[src/design/fsb_pkg.sv]
// Shared types, constants and the CRC-16/MODBUS byte step for the sensor frame builder.
package fsb_pkg;

	// Frame layout.
	localparam int FRAME_BYTES = 14;
	localparam int CRC_SPAN    = 12;
	localparam int IDX_W       = $clog2(FRAME_BYTES);
	localparam int QUEUE_DEPTH = 2;
	localparam int QPTR_W      = $clog2(QUEUE_DEPTH);
	localparam int QCNT_W      = $clog2(QUEUE_DEPTH + 1);

	localparam logic [IDX_W-1:0] CRC_HI_IDX = IDX_W'(CRC_SPAN);
	localparam logic [IDX_W-1:0] LAST_IDX   = IDX_W'(FRAME_BYTES - 1);

	// Fixed frame contents and CRC constants.
	localparam logic [7:0]  START_HI = 8'hAA;
	localparam logic [7:0]  START_LO = 8'h55;
	localparam logic [15:0] CRC_INIT = 16'hFFFF;
	localparam logic [15:0] CRC_POLY = 16'hA001;

	// Configuration register indexes and reset values.
	localparam int CFG_IDX_W = 2;
	typedef enum logic [CFG_IDX_W-1:0] {
		CFG_MESSAGE_TYPE = 2'd0,
		CFG_FRAME_LENGTH = 2'd1,
		CFG_SENSOR_CODE  = 2'd2
	} cfg_reg_t;

	localparam logic [15:0] MESSAGE_TYPE_RST = 16'd0;
	localparam logic [15:0] FRAME_LENGTH_RST = 16'd10;
	localparam logic [7:0]  SENSOR_CODE_RST  = 8'd0;

	// One queued frame request: everything the back end needs to build a frame.
	typedef struct packed {
		logic [15:0] message_type;
		logic [15:0] frame_length;
		logic [7:0]  port;
		logic [7:0]  sensor_code;
		logic [31:0] value_bits;
	} frame_req_t;

	// One byte of CRC-16/MODBUS: xor in the byte, then eight reflected shifts.
	function automatic logic [15:0] crc16_byte(input logic [15:0] crc, input logic [7:0] b);
		logic [15:0] c;
		c = crc ^ {8'h00, b};
		for (int k = 0; k < 8; k++) begin
			if (c[0]) begin
				c = (c >> 1) ^ CRC_POLY;
			end else begin
				c = c >> 1;
			end
		end
		return c;
	endfunction

endpackage

[src/design/fsb_front.sv]
// Front end: holds the configuration registers and turns accepted items into frame requests.
module fsb_front (
	input  logic                            clk,
	input  logic                            arst_n,
	input  logic                            cfg_we,
	input  logic [fsb_pkg::CFG_IDX_W-1:0]   cfg_index,
	input  logic [15:0]                     cfg_data,
	input  logic                            s_tvalid,
	output logic                            s_tready,
	input  logic [39:0]                     s_tdata,   // port[7:0], value_bits[39:8]
	input  logic                            q_full,
	output logic                            q_push,
	output fsb_pkg::frame_req_t             q_data
);
	import fsb_pkg::*;

	logic [15:0] message_type_q;
	logic [15:0] frame_length_q;
	logic [7:0]  sensor_code_q;

	// Configuration writes; an index beyond the list is ignored.
	always_ff @(posedge clk or negedge arst_n) begin
		if (!arst_n) begin
			message_type_q <= MESSAGE_TYPE_RST;
			frame_length_q <= FRAME_LENGTH_RST;
			sensor_code_q  <= SENSOR_CODE_RST;
		end else if (cfg_we) begin
			case (cfg_reg_t'(cfg_index))
				CFG_MESSAGE_TYPE: message_type_q <= cfg_data;
				CFG_FRAME_LENGTH: frame_length_q <= cfg_data;
				CFG_SENSOR_CODE:  sensor_code_q  <= cfg_data[7:0];
				default: ;
			endcase
		end
	end

	// An item is taken whenever the queue has room.
	assign s_tready = !q_full;
	assign q_push   = s_tvalid && !q_full;

	// Bundle the item with the current header settings.
	always_comb begin
		q_data.message_type = message_type_q;
		q_data.frame_length = frame_length_q;
		q_data.port         = s_tdata[7:0];
		q_data.sensor_code  = sensor_code_q;
		q_data.value_bits   = s_tdata[39:8];
	end

endmodule

[src/design/fsb_queue.sv]
// Short queue of frame requests between the front end and the serializer.
module fsb_queue (
	input  logic                 clk,
	input  logic                 arst_n,
	input  logic                 push,
	input  fsb_pkg::frame_req_t  push_data,
	output logic                 full,
	input  logic                 pop,
	output logic                 head_valid,
	output fsb_pkg::frame_req_t  head_data
);
	import fsb_pkg::*;

	frame_req_t          mem [QUEUE_DEPTH];
	logic [QPTR_W-1:0]   wr_ptr_q;
	logic [QPTR_W-1:0]   rd_ptr_q;
	logic [QCNT_W-1:0]   count_q;

	assign full       = (count_q == QCNT_W'(QUEUE_DEPTH));
	assign head_valid = (count_q != '0);
	assign head_data  = mem[rd_ptr_q];

	// Storage for queued requests.
	always_ff @(posedge clk) begin
		if (push) begin
			mem[wr_ptr_q] <= push_data;
		end
	end

	// Pointers and fill count.
	always_ff @(posedge clk or negedge arst_n) begin
		if (!arst_n) begin
			wr_ptr_q <= '0;
			rd_ptr_q <= '0;
			count_q  <= '0;
		end else begin
			if (push) begin
				wr_ptr_q <= wr_ptr_q + 1'b1;
			end
			if (pop) begin
				rd_ptr_q <= rd_ptr_q + 1'b1;
			end
			if (push && !pop) begin
				count_q <= count_q + 1'b1;
			end else if (pop && !push) begin
				count_q <= count_q - 1'b1;
			end
		end
	end

	// The fill count never passes the depth.
	a_count_bound: assert property (@(posedge clk) disable iff (!arst_n)
		count_q <= QCNT_W'(QUEUE_DEPTH))
		else $error("queue count exceeds depth");

	// Never pop an empty queue.
	a_no_underflow: assert property (@(posedge clk) disable iff (!arst_n)
		pop |-> head_valid)
		else $error("queue popped while empty");

	// Never push into a full queue.
	a_no_overflow: assert property (@(posedge clk) disable iff (!arst_n)
		push |-> !full)
		else $error("queue pushed while full");

endmodule

[src/design/fsb_back.sv]
// Back end: serializes one frame request into 14 bytes and folds the CRC in on the way.
module fsb_back (
	input  logic                 clk,
	input  logic                 arst_n,
	input  logic                 head_valid,
	input  fsb_pkg::frame_req_t  head_data,
	output logic                 pop,
	output logic                 m_tvalid,
	input  logic                 m_tready,
	output logic [7:0]           m_tdata,   // frame_byte[7:0]
	output logic                 m_tlast    // last_byte
);
	import fsb_pkg::*;

	logic [IDX_W-1:0] idx_q;
	logic [15:0]      crc_q;
	logic             out_valid_q;
	logic [7:0]       byte_q;
	logic             last_q;

	logic [7:0]       body [CRC_SPAN];
	logic [7:0]       cur_byte;
	logic             out_free;
	logic             load;
	logic             at_last;

	// Body bytes in transmission order.
	always_comb begin
		body[0]  = START_HI;
		body[1]  = START_LO;
		body[2]  = head_data.message_type[15:8];
		body[3]  = head_data.message_type[7:0];
		body[4]  = head_data.frame_length[15:8];
		body[5]  = head_data.frame_length[7:0];
		body[6]  = head_data.port;
		body[7]  = head_data.sensor_code;
		body[8]  = head_data.value_bits[31:24];
		body[9]  = head_data.value_bits[23:16];
		body[10] = head_data.value_bits[15:8];
		body[11] = head_data.value_bits[7:0];
	end

	// Pick the byte for the current position; the trailer comes from the CRC.
	always_comb begin
		if (idx_q < CRC_HI_IDX) begin
			cur_byte = body[idx_q];
		end else if (idx_q == CRC_HI_IDX) begin
			cur_byte = crc_q[15:8];
		end else begin
			cur_byte = crc_q[7:0];
		end
	end

	assign out_free = !out_valid_q || m_tready;
	assign load     = head_valid && out_free;
	assign at_last  = (idx_q == LAST_IDX);
	assign pop      = load && at_last;

	// Position counter, running CRC and the output register.
	always_ff @(posedge clk or negedge arst_n) begin
		if (!arst_n) begin
			idx_q       <= '0;
			crc_q       <= CRC_INIT;
			out_valid_q <= 1'b0;
			byte_q      <= '0;
			last_q      <= 1'b0;
		end else begin
			if (load) begin
				byte_q      <= cur_byte;
				last_q      <= at_last;
				out_valid_q <= 1'b1;
				if (at_last) begin
					idx_q <= '0;
					crc_q <= CRC_INIT;
				end else begin
					idx_q <= idx_q + 1'b1;
					if (idx_q < CRC_HI_IDX) begin
						crc_q <= crc16_byte(crc_q, cur_byte);
					end
				end
			end else if (m_tready) begin
				out_valid_q <= 1'b0;
			end
		end
	end

	assign m_tvalid = out_valid_q;
	assign m_tdata  = byte_q;
	assign m_tlast  = last_q;

	// The position counter stays inside the frame.
	a_idx_range: assert property (@(posedge clk) disable iff (!arst_n)
		idx_q <= LAST_IDX)
		else $error("byte position past end of frame");

	// Once the final byte is loaded, the serializer is rearmed for the next frame.
	a_rearm: assert property (@(posedge clk) disable iff (!arst_n)
		(out_valid_q && last_q) |-> (idx_q == '0 && crc_q == CRC_INIT))
		else $error("serializer not rearmed after last byte");

	// A pop comes only with the last byte of a frame.
	a_pop_last: assert property (@(posedge clk) disable iff (!arst_n)
		pop |=> (out_valid_q && last_q))
		else $error("queue popped without emitting the last byte");

endmodule

[src/design/sensor_frame_builder_crc16_unit.sv]
// Top level of the sensor frame builder with CRC-16/MODBUS trailer.
// Each accepted item (port byte and raw 32-bit float pattern) yields one 14-byte frame:
// AA 55, message type, length, port, sensor code, value (all big-endian), then the
// CRC-16/MODBUS of the first 12 bytes, high byte first; tlast marks the CRC low byte.
// The serializer emits one byte per cycle from a byte-wide output register while
// m_tready is not holding it back. A two-entry request queue sits between the input
// side and the serializer; the frame being sent keeps its entry until its last byte
// is loaded, so one further item is taken while a frame is being sent. An accepted
// item is first written into the queue and its bytes then pass through the output
// register. Header settings are sampled when an item is accepted.
module sensor_frame_builder_crc16_unit (
	input  logic                            clk,
	input  logic                            arst_n,
	input  logic                            cfg_we,
	input  logic [fsb_pkg::CFG_IDX_W-1:0]   cfg_index,
	input  logic [15:0]                     cfg_data,
	input  logic                            s_tvalid,
	output logic                            s_tready,
	input  logic [39:0]                     s_tdata,   // port[7:0], value_bits[39:8]
	output logic                            m_tvalid,
	input  logic                            m_tready,
	output logic [7:0]                      m_tdata,   // frame_byte[7:0]
	output logic                            m_tlast    // last_byte
);
	import fsb_pkg::*;

	logic       q_push;
	logic       q_full;
	logic       q_pop;
	logic       q_head_valid;
	frame_req_t q_push_data;
	frame_req_t q_head_data;

	// Input side and configuration.
	fsb_front u_front (
		.clk      (clk),
		.arst_n   (arst_n),
		.cfg_we   (cfg_we),
		.cfg_index(cfg_index),
		.cfg_data (cfg_data),
		.s_tvalid (s_tvalid),
		.s_tready (s_tready),
		.s_tdata  (s_tdata),
		.q_full   (q_full),
		.q_push   (q_push),
		.q_data   (q_push_data)
	);

	// Request queue.
	fsb_queue u_queue (
		.clk       (clk),
		.arst_n    (arst_n),
		.push      (q_push),
		.push_data (q_push_data),
		.full      (q_full),
		.pop       (q_pop),
		.head_valid(q_head_valid),
		.head_data (q_head_data)
	);

	// Frame serializer.
	fsb_back u_back (
		.clk       (clk),
		.arst_n    (arst_n),
		.head_valid(q_head_valid),
		.head_data (q_head_data),
		.pop       (q_pop),
		.m_tvalid  (m_tvalid),
		.m_tready  (m_tready),
		.m_tdata   (m_tdata),
		.m_tlast   (m_tlast)
	);

endmodule
[config.mk]
export PLATFORM = sky130hd
export DESIGN_NAME = sensor_frame_builder_crc16_unit
export DESIGN_NICKNAME = d
export VERILOG_FILES = /design/src/design/fsb_pkg.sv /design/src/design/fsb_front.sv /design/src/design/fsb_queue.sv /design/src/design/fsb_back.sv /design/src/design/sensor_frame_builder_crc16_unit.sv
export SDC_FILE = /design/constraint.sdc
export NUM_CORES = 1
export LEC_CHECK = 0
export BUFFER_PORTS_ARGS = -buffer_cell sky130_fd_sc_hd__buf_2
export CORE_ASPECT_RATIO = 0.75
export CORE_MARGIN = 2
export CORE_UTILIZATION = 36
export DETAILED_ROUTE_END_ITERATION = 8
export PLACE_DENSITY = 0.58
export SYNTH_ARGS = -nofsm -noshare
export SYNTH_HDL_FRONTEND = slang
export SYNTH_SLANG_ARGS = --single-unit
[constraint.sdc]
create_clock -name clk -period 7.1 [get_ports clk]
set_input_delay 1.065 -clock clk [delete_from_list [all_inputs] [get_ports clk]]
set_output_delay 1.065 -clock clk [all_outputs]
set_load 0.02 [all_outputs]
# ---- Word-level counts from Yosys, hierarchy flattened
# Memory sizes are Yosys's and may differ from the RTL's.
# Cells that the tools add are included.
dict set report word_totals {
  mem_bits_rw 160
  memories 1
  ff_bits 74
  elab_cells 96
  output_inout_bits 11
}
dict set report classes {
  reduce_logical 19
  eq_ne 5
  muxes 43
  order_cmp 2
  n_addsub 5
  bitwise 10
}
# memory depth width read_ports rd_ports_with_merged_regs write_ports line
set mem_list {}
lappend mem_list {u_queue.mem 2 80 1 0 1 fsb_queue.sv:14} ;# frame_req_t mem [QUEUE_DEPTH];
# operator count
set op_table {}
lappend op_table {{16-bit 2-to-1 mux} 31}
lappend op_table {{8-bit binary-select mux with 4-bit select} 1}
lappend op_table {{8-bit 2-to-1 mux} 4}
lappend op_table {{2-bit inverter with 3-bit output} 8}
lappend op_table {{16-bit by 8-bit XOR with 16-bit output} 1}
lappend op_table {{4-bit == test (second input constant)} 2}
lappend op_table {{2-bit AND reduction} 4}
lappend op_table {{2-bit nonzero test} 4}
lappend op_table {{5-bit greater-or-equal comparator (second input constant)} 1}
lappend op_table {{1-bit logical AND} 5}
lappend op_table {{4-bit inverter with 5-bit output} 1}
lappend op_table {{4-bit by 1-bit adder with 4-bit output (second input constant)} 1}
lappend op_table {{2-bit == test (second input constant)} 2}
lappend op_table {{1-bit zero test} 4}
lappend op_table {{4-bit < comparator (second input constant)} 1}
lappend op_table {{1-bit 2-to-1 mux} 4}
lappend op_table {{2-bit 2-to-1 mux} 2}
lappend op_table {{4-bit 2-to-1 mux} 1}
lappend op_table {{1-bit adder (second input constant)} 2}
lappend op_table {{2-bit by 1-bit adder with 2-bit output (second input constant)} 1}
lappend op_table {{2-bit by 1-bit == test with 1-bit output (second input constant)} 1}
lappend op_table {{2-bit zero test} 1}
lappend op_table {{2-bit by 1-bit subtractor with 2-bit output (second input constant)} 1}
lappend op_table {{1-bit logical OR} 1}

# ---- Longest topological paths before layout
# Gate-level depths: netlist (run 1).
dict set report logic_depth {
  word_depth 45
  depth_mapped 13
  depth_no_buf 9
}

# ---- Modules after synthesis
# A second synthesis (run 1) with hierarchy kept.
dict set report unflattened {
  cells_unflattened 666
  area_unflattened_um2 10946.7
}
# module cells_per_inst area_each_um2 n_inst
set by_module_without_submodules {}
lappend by_module_without_submodules {fsb_queue 265 6362.4 1}
lappend by_module_without_submodules {fsb_back 274 2760.1 1}
lappend by_module_without_submodules {fsb_front 127 1824.2 1}

# ---- Worst setup path after synthesis (run 1)
# Ideal clock, no wire load.
dict set report synth_path {
  kind {input to register}
  startpoint {input s_tvalid}
  endpoint {memory u_queue.mem[0][0] (netlist name), enable pin}
  path_stages 2
  arrival_time_ns 4.498
  setup_time_ns 0.519
  path_slack_ns 2.083
  required_time_ns 6.581
  path_cell_list {nand2_1 -> nor2_1}
}
dict set report synth_between {
  elab_chain_cells 3
}
# element line
set synth_lines {}
lappend synth_lines {{start, declared} sensor_frame_builder_crc16_unit.sv:17} ;# input logic s_tvalid,
lappend synth_lines {{1-bit logical AND} fsb_front.sv:39} ;# assign q_push = s_tvalid && !q_full;
lappend synth_lines {{1-bit 2-to-1 mux} fsb_queue.sv:25} ;# if (push) begin
lappend synth_lines {{1-bit 2-to-1 mux (not written as such)} fsb_queue.sv:26} ;# mem[wr_ptr_q] <= push_data;
lappend synth_lines {{end, declared} fsb_queue.sv:14}
# Every way passes these cells.

# ---- Worst setup path after layout (run 1)
dict set report layout_path {
  startpoint {register u_back.idx_q[0]}
  endpoint {register u_back.crc_q[0]}
}
dict set report layout_between {
  elab_chain_cells 38
}
# element line
set layout_lines {}
lappend layout_lines {{start, declared} fsb_back.sv:15} ;# logic [IDX_W-1:0] idx_q;
lappend layout_lines {{start signal, assigned} fsb_back.sv:76} ;# idx_q <= idx_q + 1'b1;
lappend layout_lines {{4-bit inverter with 5-bit output (not written as such)} fsb_back.sv:46} ;# cur_byte = body[idx_q];
lappend layout_lines {{8-bit binary-select mux with 4-bit select} fsb_back.sv:46}
lappend layout_lines {{8-bit 2-to-1 mux (not written as such) (2 in series)} fsb_back.sv:46}
lappend layout_lines {{8-bit 2-to-1 mux} fsb_back.sv:45} ;# if (idx_q < CRC_HI_IDX) begin
lappend layout_lines {{16-bit by 8-bit XOR with 16-bit output} fsb_pkg.sv:45} ;# c = crc ^ {8'h00, b};
lappend layout_lines {{16-bit 2-to-1 mux / 2-bit inverter with 3-bit output (equally long branches)} n/a}
lappend layout_lines {{16-bit 2-to-1 mux, on equally long branches} {fsb_back.sv:77, fsb_pkg.sv:47}}
lappend layout_lines {{16-bit 2-to-1 mux, on equally long branches} {fsb_back.sv:72, fsb_back.sv:77}}
lappend layout_lines {{[... 21 more ...]} n/a}
lappend layout_lines {{2-bit inverter with 3-bit output (no source line) / 16-bit 2-to-1 mux (equally long branches)} n/a}
lappend layout_lines {{16-bit 2-to-1 mux} fsb_pkg.sv:47} ;# if (c[0]) begin
lappend layout_lines {{16-bit 2-to-1 mux} fsb_back.sv:77} ;# if (idx_q < CRC_HI_IDX) begin
lappend layout_lines {{16-bit 2-to-1 mux} fsb_back.sv:72} ;# if (at_last) begin
lappend layout_lines {{16-bit 2-to-1 mux} fsb_back.sv:68} ;# if (load) begin
lappend layout_lines {{16-bit 2-to-1 mux} fsb_pkg.sv:47}
lappend layout_lines {{16-bit 2-to-1 mux} fsb_back.sv:77}
lappend layout_lines {{16-bit 2-to-1 mux} fsb_back.sv:72}
lappend layout_lines {{end signal, assigned} fsb_back.sv:78} ;# crc_q <= crc16_byte(crc_q, cur_byte);
lappend layout_lines {{end, declared} fsb_back.sv:16} ;# logic [15:0] crc_q;
# Parallel ways exist; a longest one is shown, timed or not. The select of a mux whose other input is x is not followed.
# A chain may end at the register's enable or synchronous reset.

==> metrics.md, run 1 <==
| Metric | Value |
|---|---|
| Status | `finished clean` |
| Initial Util | `36.3%` |
| Drt pass-1 iters | `5` |
| Tmin final | `4.02 ns` |
| Worst r2r src | `u_back.idx_q[0]` |
| Buf/Inv on CP | `1` |
| Post_cts resized | `0` |
| Area grow syn2layout | `15.5%` |
| DRC Markers | `0` |
| Final WL | `21,300 um` |
| Grt ovf | `0` |
| Die Width | `194 um` |
| Syn Area/Cell | `16.1 um^2` |
| I/O pins | `74` |
| Die area | `0.0284 mm^2` |
| Largest net degree at the start of global routing | `81` |
| Post-Syn Instances | `605` |
| Critical Path Source Type | `register` |
| Syn Nets | `669` |
| Max incr delay on CP | `0.76 ns` |
| IO buf count | `73` |
| Hold Buf Count CTS | `0` |
| # H-tree levels | `1` |
| Final Hold Fails | `0` |
| Reg-to-Reg End | `u_back.crc_q[0]` |
| Worst-path clk slew | `0.06 ns` |
| Gr usage total | `15.1%` |
| Hold crit path type | `reg -> reg` |
| Crit-path cells | `buf_4, nor2_1, mux2i_1, nor2_1, a41oi_2, xnor2_2, xnor2_1, xor3_2, xor3_1, a21oi_1` |
| CP Max Fanout | `23` |
| Setup Viol. Count Final | `0` |
| CTS tree | `built` |
| Setup TNS Final | `0 ns` |
| DP HPWL | `14,100 um` |
| FF+latch count, synth | `234` |
| Most frequent CP cell | `nor2_1` |
| Fmax | `0.249 GHz` |
| Post-CTS Setup Bufs | `0` |
| Hold Crit Start | `u_front.sensor_code_q[6]` |
| Tcrit/Tclk final | `56.6%` |
| Ys async rst share | `31.6%` |
| Nets | `749` |
| Via/cell ratio | `5.20` |
| Worst path depth | `10` |
| CP top delay family | `XOR/XNOR gates` |
| Critical path type | `reg -> reg` |
| Clk sink count | `234` |
| Max VDD drop | `0.461 mV` |
| Clock Tree Root | `clkbuf_16` |
| Pins Over Slew Limit | `0` |
| WL/cell | `20.2 um` |
| CTS Buf Count | `25` |
| Leakage | `4.13 nW` |
| Drt initial violations | `555` |
| First-pass GRT wire length | `33,300 um` |
| PwrDens | `505 mW/mm^2` |
| Commonest non-fill, non-tap cell in the layout | `edfxtp_1` |
| Skew-Pair Late Insertion Delay | `0.52 ns` |
| Register area share after synthesis | `68.6%` |
| Antenna cell count | `0` |
| Crit path DAT | `4.46 ns` |
| R2R depth | `10` |
| Reg-to-reg slack, setup | `3.08 ns` |
| Most frequent cells in the layout | `edfxtp_1 (160), buf_2 (72), dfrtp_1 (55), mux2_2 (54), nand2_1 (45)` |
| Core box area | `0.0268 mm^2` |
| Min Hold Slack | `0.465 ns` |
| CP endpoint | `u_back.crc_q[0]` |
| CP max stage cell | `nor2_1` |
| Row cnt | `52` |
| GPL Wtd Cong | `0.879` |
| Distinct cells, synth | `65` |
| Clk_skew | `0.0119 ns` |
| Synth Cell Area | `0.00973 mm^2` |
| Vias | `5,483` |
| Slew HR | `23.1%` |
| Post-route ant nets | `0` |
| Clock Path Buffers | `3` |
| CP required | `7.55 ns` |
| CP endpoint kind | `register` |
| Number of global-route vias before repair | `5,655` |
| Setup repair after global routing missed its margin | `false` |
| Layout cells sized above 1 | `31.5%` |
| Die H | `146 um` |
| Initial antenna violation count | `0` |
| Final Power | `5.68 mW` |
| Top FF cell, synth | `edfxtp_1` |
| Post-synth EDFFs | `160` |
| Yosys warns | `0` |
| Max_cap viols | `0` |
| Worst Tran Pin Value | `1.15 ns` |
| Critical Path Start | `u_back.idx_q[0]` |
## power breakdown
group | total, mW | internal [mW] | switching (mW) | leakage [nW]
registers | 2.17 | 1.94 | 0.229 | 2.34
logic | 2.23 | 1.00 | 1.22 | 1.38
clock network | 1.29 | 0.767 | 0.519 | 0.405
total | 5.68 | 3.71 | 1.97 | 4.13
## worst min path at each step
| stage | to | slack [ns] | cells past startpoint |
|---|---|---|---|
| after global routing | u_queue.mem[0][38] | 0.48 | 0 |
| after detailed placement | u_queue.mem[0][62] | 0.45 | 0 |
| after floorplan | u_queue.mem[0][32] | 0.44 | 0 |
| after CTS | u_queue.mem[1][69] | 0.47 | 0 |
| final | u_queue.mem[1][38] | 0.47 | 0 |
| after global placement | u_queue.mem[0][53] | 0.44 | 0 |
## through the flow
step	instances	worst slack [ns]	area, um^2	util (%)
floorplan	605	2.08	9730	-
global placement	1009	3.21	10400	38.9
detailed placement	1009	3.07	10400	38.9
CTS	1055	3.07	11200	42.0
global route	1055	2.72	11200	42.0
finish	1055	3.08	11200	42.0
## registers in the layout, summed over array words and instances, names as in the netlist
| signal | flops |
|---|---|
| u_back.m_tlast | 1 |
| u_queue.count_q | 2 |
| u_queue.wr_ptr_q | 1 |
| u_back.idx_q | 4 |
| u_queue.mem | 160 |
| u_back.m_tvalid | 1 |
| u_queue.rd_ptr_q | 1 |
| u_front.message_type_q | 16 |
| u_front.frame_length_q | 16 |
| u_front.sensor_code_q | 8 |
| u_back.m_tdata | 8 |
| u_back.crc_q | 16 |
## metal layers
layer	part of all wire [%]	wire, um	GRT usage, %	vias up
met1	48	10300	23.1	2749
li1	-	-	-	2498
met2	43	9160	22.1	206
met4	1.8	393	3.45	0
met5	0	0	0	-
met3	6.8	1450	3.28	30
## synthesized netlist by cell type (all sizes together) (2+ instances only)
library cell / number / area [um^2]
edfxtp: 160 / 4800
mux2: 57 / 649
dfrtp: 56 / 1400
nand2: 46 / 175
nor2: 32 / 120
a21oi: 30 / 150
mux2i: 29 / 290
buf: 19 / 159
dfstp: 18 / 473
mux4: 17 / 405
o21ai: 14 / 70.1
xnor2: 13 / 129
clkbuf: 9 / 33.8
o22a: 8 / 70.1
xor2: 8 / 88.8
nand3: 7 / 40.0
nand2b: 6 / 37.5
nor3: 6 / 30.0
o221ai: 6 / 52.6
a2111oi: 4 / 55.1
a211oi: 4 / 30.0
a22oi: 4 / 43.8
and3: 4 / 25.0
inv: 4 / 15.0
nor2b: 4 / 25.0
a21o: 3 / 23.8
a31oi: 3 / 18.8
nand3b: 3 / 22.5
nand4: 3 / 18.8
o22ai: 3 / 18.8
a22o: 2 / 17.5
a32o: 2 / 31.3
and2: 2 / 12.5
clkinv: 2 / 7.51
o32ai: 2 / 17.5
xor3: 2 / 48.8
## layout make-up
type                            count  area [um^2]
Sequential cell                   234         6680
Clock buffer                       40          757
Tap cell                          351          439
Fill cell                        2434        15600
Timing Repair Buffer               81          428
Multi-Input combinational cell    337         2860
Clock inverter                      6         62.6
Inverter                            6         22.5
## cell families after synthesis
group	share of synthesized area, %
XOR/XNOR	2.74
AO/OA/AOI/OAI	7.01
flip-flops	68.6
multiplexers	13.8
adder cells (fa/ha/maj)	0.129
buffers and inverters	2.21
AND/OR/NAND/NOR	5.49
Power figures use the tool's default switching activity.
==> run 2, diff against run 1 <==
PLACE_DENSITY = 0.6   (was 0.58)
clock period = 3.5 ns   (was 7.1 ns; I/O delays follow)
==> metrics.md, run 2 (synthesized netlist as in run 1, its figures left out) <==
| Metric | Value |
|---|---|
| Max incr delay on CP | `0.59 ns (-0.17 ns)` |
| Initial antenna violation count | `0 (unchanged)` |
| Nets | `772 (+3.1%)` |
| Gr usage total | `15.5% (+0.37 points)` |
| Critical path type | `reg -> reg` |
| Max reg flops | `160 (unchanged)` |
| Setup TNS Final | `0 ns (unchanged)` |
| DP HPWL | `14,800 um (+5.0%)` |
| Leakage | `4.27 nW (+3.4%)` |
| CP required | `3.95 ns (-3.60 ns)` |
| CP max stage cell | `mux4_1` |
| CP endpoint kind | `register` |
| Critical Path Source Type | `register` |
| Clk_skew | `0.00775 ns (-0.00410 ns)` |
| CP Max Fanout | `13 (-43%)` |
| Post-route ant nets | `0 (unchanged)` |
| CTS tree | `built` |
| Pins Over Slew Limit | `0 (unchanged)` |
| Number of global-route vias before repair | `5,831 (+3.1%)` |
| PwrDens | `1040 mW/mm^2 (+110%)` |
| Tmin final | `3.34 ns (-0.678 ns)` |
| Clk sink count | `234 (unchanged)` |
| GPL Wtd Cong | `0.896 (+1.9%)` |
| Final Instance Area | `0.0115 mm^2 (+2.3%)` |
| Area grow syn2layout | `18.2%` |
| First-pass GRT wire length | `34,400 um (+3.3%)` |
| I/O pins | `74 (unchanged)` |
| Clock Path Buffers | `3 (unchanged)` |
| Clock Tree Root | `clkbuf_16` |
| Drt pass-1 iters | `4 (-1)` |
| Commonest non-fill, non-tap cell in the layout | `edfxtp_1` |
| Drt initial violations | `411 (-26%)` |
| Row cnt | `52 (unchanged)` |
| Largest net degree at the start of global routing | `75 (-7.4%)` |
| Max_cap viols | `0 (unchanged)` |
| Grt ovf | `0 (unchanged)` |
| Post-Place Cell Area | `0.0106 mm^2 (+1.8%)` |
| Max VDD drop | `0.867 mV (+88%)` |
| Worst-path clk slew | `0.06 ns (about the same)` |
| Critical Path Start | `u_queue.rd_ptr_q` |
| Crit-path cells | `mux4_1, mux2_4, a221oi_4, inv_1, a32o_4, xnor2_2, xor3_2, xor3_1, a21oi_1` |
| Final WL | `21,700 um (+1.6%)` |
| Layout cells sized above 1 | `34.3% (+2.8 points)` |
| IO buf count | `73 (unchanged)` |
| Initial Util | `36.3% (unchanged)` |
| WL/cell | `20.1 um (-0.51%)` |
| Tcrit/Tclk final | `95.4% (+39 points)` |
| Die H | `146 um (unchanged)` |
| DRC Markers | `0 (unchanged)` |
| Skew-Pair Late Insertion Delay | `0.52 ns (about the same)` |
| # H-tree levels | `1 (unchanged)` |
| CTS Buf Count | `24 (-4.0%)` |
| Fmax | `0.299 GHz (+20%)` |
| Crit path DAT | `3.79 ns (-0.67 ns)` |
| Hold crit path type | `in -> async` |
| Die area | `0.0284 mm^2 (unchanged)` |
| Setup Viol. Count Final | `0 (unchanged)` |
| Worst r2r src | `u_queue.rd_ptr_q` |
| Die Width | `194 um (unchanged)` |
| Reg with most FFs | `u_queue.mem` |
| Antenna cell count | `0 (unchanged)` |
| Final Hold Fails | `0 (unchanged)` |
| Vias | `5,626 (+2.6%)` |
| Fillers | `2,397 (-1.5%)` |
| Via/cell ratio | `5.22 (+0.51%)` |
| Slew HR | `22.5% (-0.67 points)` |
| Status | `finished clean` |
| Most frequent cells in the layout | `edfxtp_1 (160), buf_2 (72), mux2_2 (54), dfrtp_1 (54), nand2_1 (45)` |
| Core box area | `0.0268 mm^2 (unchanged)` |
| Setup repair after global routing missed its margin | `false` |
| Worst Tran Pin Value | `1.16 ns (+0.00995 ns)` |
==> run 2: cell types whose count changed in the layout (fill, tap and decap cells not counted), moves of 3 or more <==
cell	change
clkbuf_8	-3
buf_12	+3
buf_4	+21
clkbuf_1	-5
==> run 2: final cells by class <==
type	instances	area, um^2	area share [%]
flip-flops and latches	234	6680	58.1
multi-input cells	337	2870	24.9
clock buffers	31	689	5.99
repair buffers	105	646	5.61
well taps	351	439	3.82
clock inverters	13	159	1.38
inverters	6	22.5	0.196
==> run 2: per-layer routing <==
layer | vias up | wire [um] | share of wire, % | track usage [%]
met3 | 43 | 1330 | 6.1 | 2.96
li1 | 2536 | - | - | -
met2 | 192 | 9400 | 43 | 22.5
met5 | - | 0 | 0 | 0
met4 | 0 | 594 | 2.7 | 4.92
met1 | 2855 | 10400 | 48 | 23.5
==> run 2: final timing paths <==
kind | to | slack, ns | cells past startpoint
worst max-delay path | u_back.crc_q[0] | 0.16 | 9
worst min-delay path | u_back.idx_q[0] | 0.16 | 1
worst max register to register | u_back.crc_q[0] | 0.16 | 9
worst min register to register | u_queue.mem[1][39] | 0.47 | 0
max in group asynchronous | u_queue.rd_ptr_q | 2.55 | 1
min in group clk | u_queue.mem[0][29] | 0.19 | 1
==> run 2: repair_timing <==
item	4_1_cts	5_1_grt
gates resized for setup	0	3
buffers inserted	0	4
hold buffers	0	0
endpoints found under the setup margin	0	1
==> run 2: critical path: cells and delay by family (launching register included) <==
family / cells / cell delay (ns)
AOI/OAI and AO/OA: 3 / 0.77
muxes: 2 / 0.89
buffers and inverters: 1 / 0.08
DFF: 1 / 0.54
xor gates and xnor gates: 3 / 0.99
==> run 2: power by group <==
group / internal, mW / total, mW / switching [mW] / leakage, nW
Clock: 1.62 / 2.67 / 1.05 / 0.413
Combinational: 2.32 / 4.92 / 2.60 / 1.51
Sequential: 3.94 / 4.34 / 0.409 / 2.34
Total: 7.87 / 11.9 / 4.07 / 4.27
==> run 2: stage by stage <==
step | worst slack (ns) | hold WS (ns) | util (%) | total power [mW] | instances
3_3_place_gp | 0.134 | 0.444 | 39.6 | 9.16 | 1029
6_report | 0.160 | 0.162 | 42.9 | 11.9 | 1077
5_1_grt | 0.0207 | 0.172 | 42.9 | 12.6 | 1077
3_5_place_dp | 0.128 | 0.453 | 39.6 | 9.22 | 1029
2_1_floorplan | 0.0324 | 0.229 | - | 7.90 | 605
4_1_cts | 0.0848 | 0.166 | 42.8 | 11.9 | 1073
==> run 3, diff against run 2 <==
PLACE_DENSITY = 0.58   (was 0.6)
clock period = 3.9 ns   (was 3.5 ns; I/O delays follow)
==> metrics.md, run 3 (synthesized netlist as in run 1, its figures left out) <==
| Metric | Value |
|---|---|
| Most frequent cells in the layout | `edfxtp_1 (160), buf_2 (72), dfrtp_1 (55), mux2_2 (54), nand2_1 (45)` |
| CP Max Fanout | `16 (+3)` |
| Skew-Pair Late Insertion Delay | `0.51 ns (about the same)` |
| Vias | `5,444 (-3.2%)` |
| Clock Tree Root | `clkbuf_16` |
| Sw Share | `34.7% (+0.61 points)` |
| First-pass GRT wire length | `34,000 um (-1.1%)` |
| CTS Buf Count | `24 (unchanged)` |
| # H-tree levels | `1 (unchanged)` |
| Row cnt | `52 (unchanged)` |
| Antenna cell count | `0 (unchanged)` |
| Max reg flops | `160 (unchanged)` |
| Post-CTS Setup Bufs | `0 (unchanged)` |
| Clk_skew | `0.00656 ns (-0.00118 ns)` |
| Setup repair after global routing missed its margin | `false` |
| Area grow syn2layout | `16.0%` |
| Placement Setup Slack | `0.410 ns (+0.282 ns)` |
| Tmin final | `3.56 ns (+0.222 ns)` |
| Initial Util | `36.3% (unchanged)` |
| PnR worst setup slack | `0.338 ns (+0.178 ns)` |
| Logic pwr share | `40.9% (-0.3 points)` |
| Largest net degree at the start of global routing | `81 (+8.0%)` |
| Worst-path clk slew | `0.06 ns (about the same)` |
| Worst Tran Pin Value | `1.12 ns (-0.0388 ns)` |
| Nets | `761 (-1.4%)` |
| Hold Buf Count CTS | `0 (unchanged)` |
| Clock Path Buffers | `3 (unchanged)` |
| Slew HR | `25.3% (+2.9 points)` |
| Grt ovf | `0 (unchanged)` |
| Min Hold Slack | `0.242 ns (+0.0794 ns)` |
| Hold crit path type | `in -> async` |
| Max_cap viols | `0 (unchanged)` |
| Drt initial violations | `425 (+3.4%)` |
| DP HPWL | `14,500 um (-2.1%)` |
| Register share of total power | `38.0% (+1.6 points)` |
| Fmax | `0.281 GHz (-6.2%)` |
| Initial antenna violation count | `0 (unchanged)` |
| Clk sink count | `234 (unchanged)` |
| Status | `finished clean` |
| Die Width | `194 um (unchanged)` |
| P_int | `6.73 mW (-14%)` |
| GPL Wtd Cong | `0.876 (-2.3%)` |
| DRC Markers | `0 (unchanged)` |
| I/O pins | `74 (unchanged)` |
| Reg with most FFs | `u_queue.mem` |
| Via/cell ratio | `5.11 (-2.2%)` |
| Number of global-route vias before repair | `5,767 (-1.1%)` |
| Die area | `0.0284 mm^2 (unchanged)` |
| Die H | `146 um (unchanged)` |
| PwrDens | `913 mW/mm^2 (-12%)` |
| CP required | `4.33 ns (+0.38 ns)` |
| Post_cts resized | `0 (unchanged)` |
| Setup TNS Final | `0 ns (unchanged)` |
| Leakage | `4.15 nW (-2.6%)` |
| Gr usage total | `15.4% (-0.10 points)` |
| Final WL | `21,400 um (-1.2%)` |
| Net Switching | `3.57 mW (-12%)` |
| Drt pass-1 iters | `5 (+1)` |
| IO buf count | `73 (unchanged)` |
| Core box area | `0.0268 mm^2 (unchanged)` |
| Max VDD drop | `0.622 mV (-28%)` |
| Critical path type | `reg -> reg` |
| CP endpoint kind | `register` |
| WL/cell | `20.1 um (-0.16%)` |
| Final Hold Fails | `0 (unchanged)` |
| Crit path DAT | `4.00 ns (+0.21 ns)` |
| CTS tree | `built` |
| Post-route ant nets | `0 (unchanged)` |
| Commonest non-fill, non-tap cell in the layout | `edfxtp_1` |
| Critical Path Source Type | `register` |
| Layout cells sized above 1 | `32.2% (-2.1 points)` |
| Pins Over Slew Limit | `0 (unchanged)` |
| Tcrit/Tclk final | `91.3% (-4.1 points)` |
| Clock share of power | `21.2% (-1.2 points)` |
| Setup Viol. Count Final | `0 (unchanged)` |
## run 3: power by group through the flow
stage               logic, mW  clock network [mW]  registers [mW]
finish                   4.21                2.18            3.91
global route             4.58                2.32            4.00
CTS                      4.23                2.23            3.91
detailed placement       4.16                   0            3.96
global placement         4.09                   0            3.93
floorplan                3.22                   0            3.86
## run 3: worst max-delay path, cell delays in order, from the launching register on
cell and delay, ns:
dfrtp_2 0.65, mux4_1 0.61, mux2_4 0.28, a221oi_2 0.33
inv_1 0.10, a32o_4 0.34, xnor2_2 0.20, xor3_2 0.43
xor3_1 0.38, a21oi_1 0.16
## run 3: path summary, 6_finish.rpt
kind	startpoint	to	slack (ns)	depth (start not counted)
setup reg to reg	u_queue.rd_ptr_q	u_back.crc_q[0]	0.34	9
min in group clk	s_tdata[9]	u_queue.mem[1][1]	0.27	1
setup / recovery	u_queue.rd_ptr_q	u_back.crc_q[0]	0.34	9
hold reg to reg	u_front.message_type_q[6]	u_queue.mem[1][70]	0.47	0
max in group asynchronous	arst_n	u_queue.rd_ptr_q	2.94	1
hold / removal	arst_n	u_back.m_tdata[4]	0.24	1
## run 3: stage by stage
stage / std cells / area (um^2) / power, mW / util [%]
6_report: 1066 / 11300 / 10.3 / 42.1
5_1_grt: 1066 / 11300 / 10.9 / 42.1
4_1_cts: 1066 / 11300 / 10.4 / 42.1
3_5_place_dp: 1022 / 10500 / 8.12 / 39.3
3_3_place_gp: 1022 / 10500 / 8.03 / 39.3
2_1_floorplan: 605 / 9740 / 7.09 / -
## run 3: layer usage
| metal | vias to the layer above | part of all wire [%] | track usage, % |
|---|---|---|---|
| met5 | - | 0 | 0 |
| met1 | 2751 | 49 | 23.1 |
| met2 | 158 | 43 | 23.3 |
| met4 | 0 | 2.5 | 3.90 |
| met3 | 34 | 5.0 | 2.68 |
| li1 | 2501 | - | - |
## run 3: cell type report
type / instances / area (um^2)
fillers: 2434 / 15500
flip-flops and latches: 234 / 6680
repair buffers: 94 / 538
well taps: 351 / 439
clock inverters: 8 / 68.8
multi-input cells: 337 / 2860
inverters: 6 / 22.5
clock buffers: 36 / 687
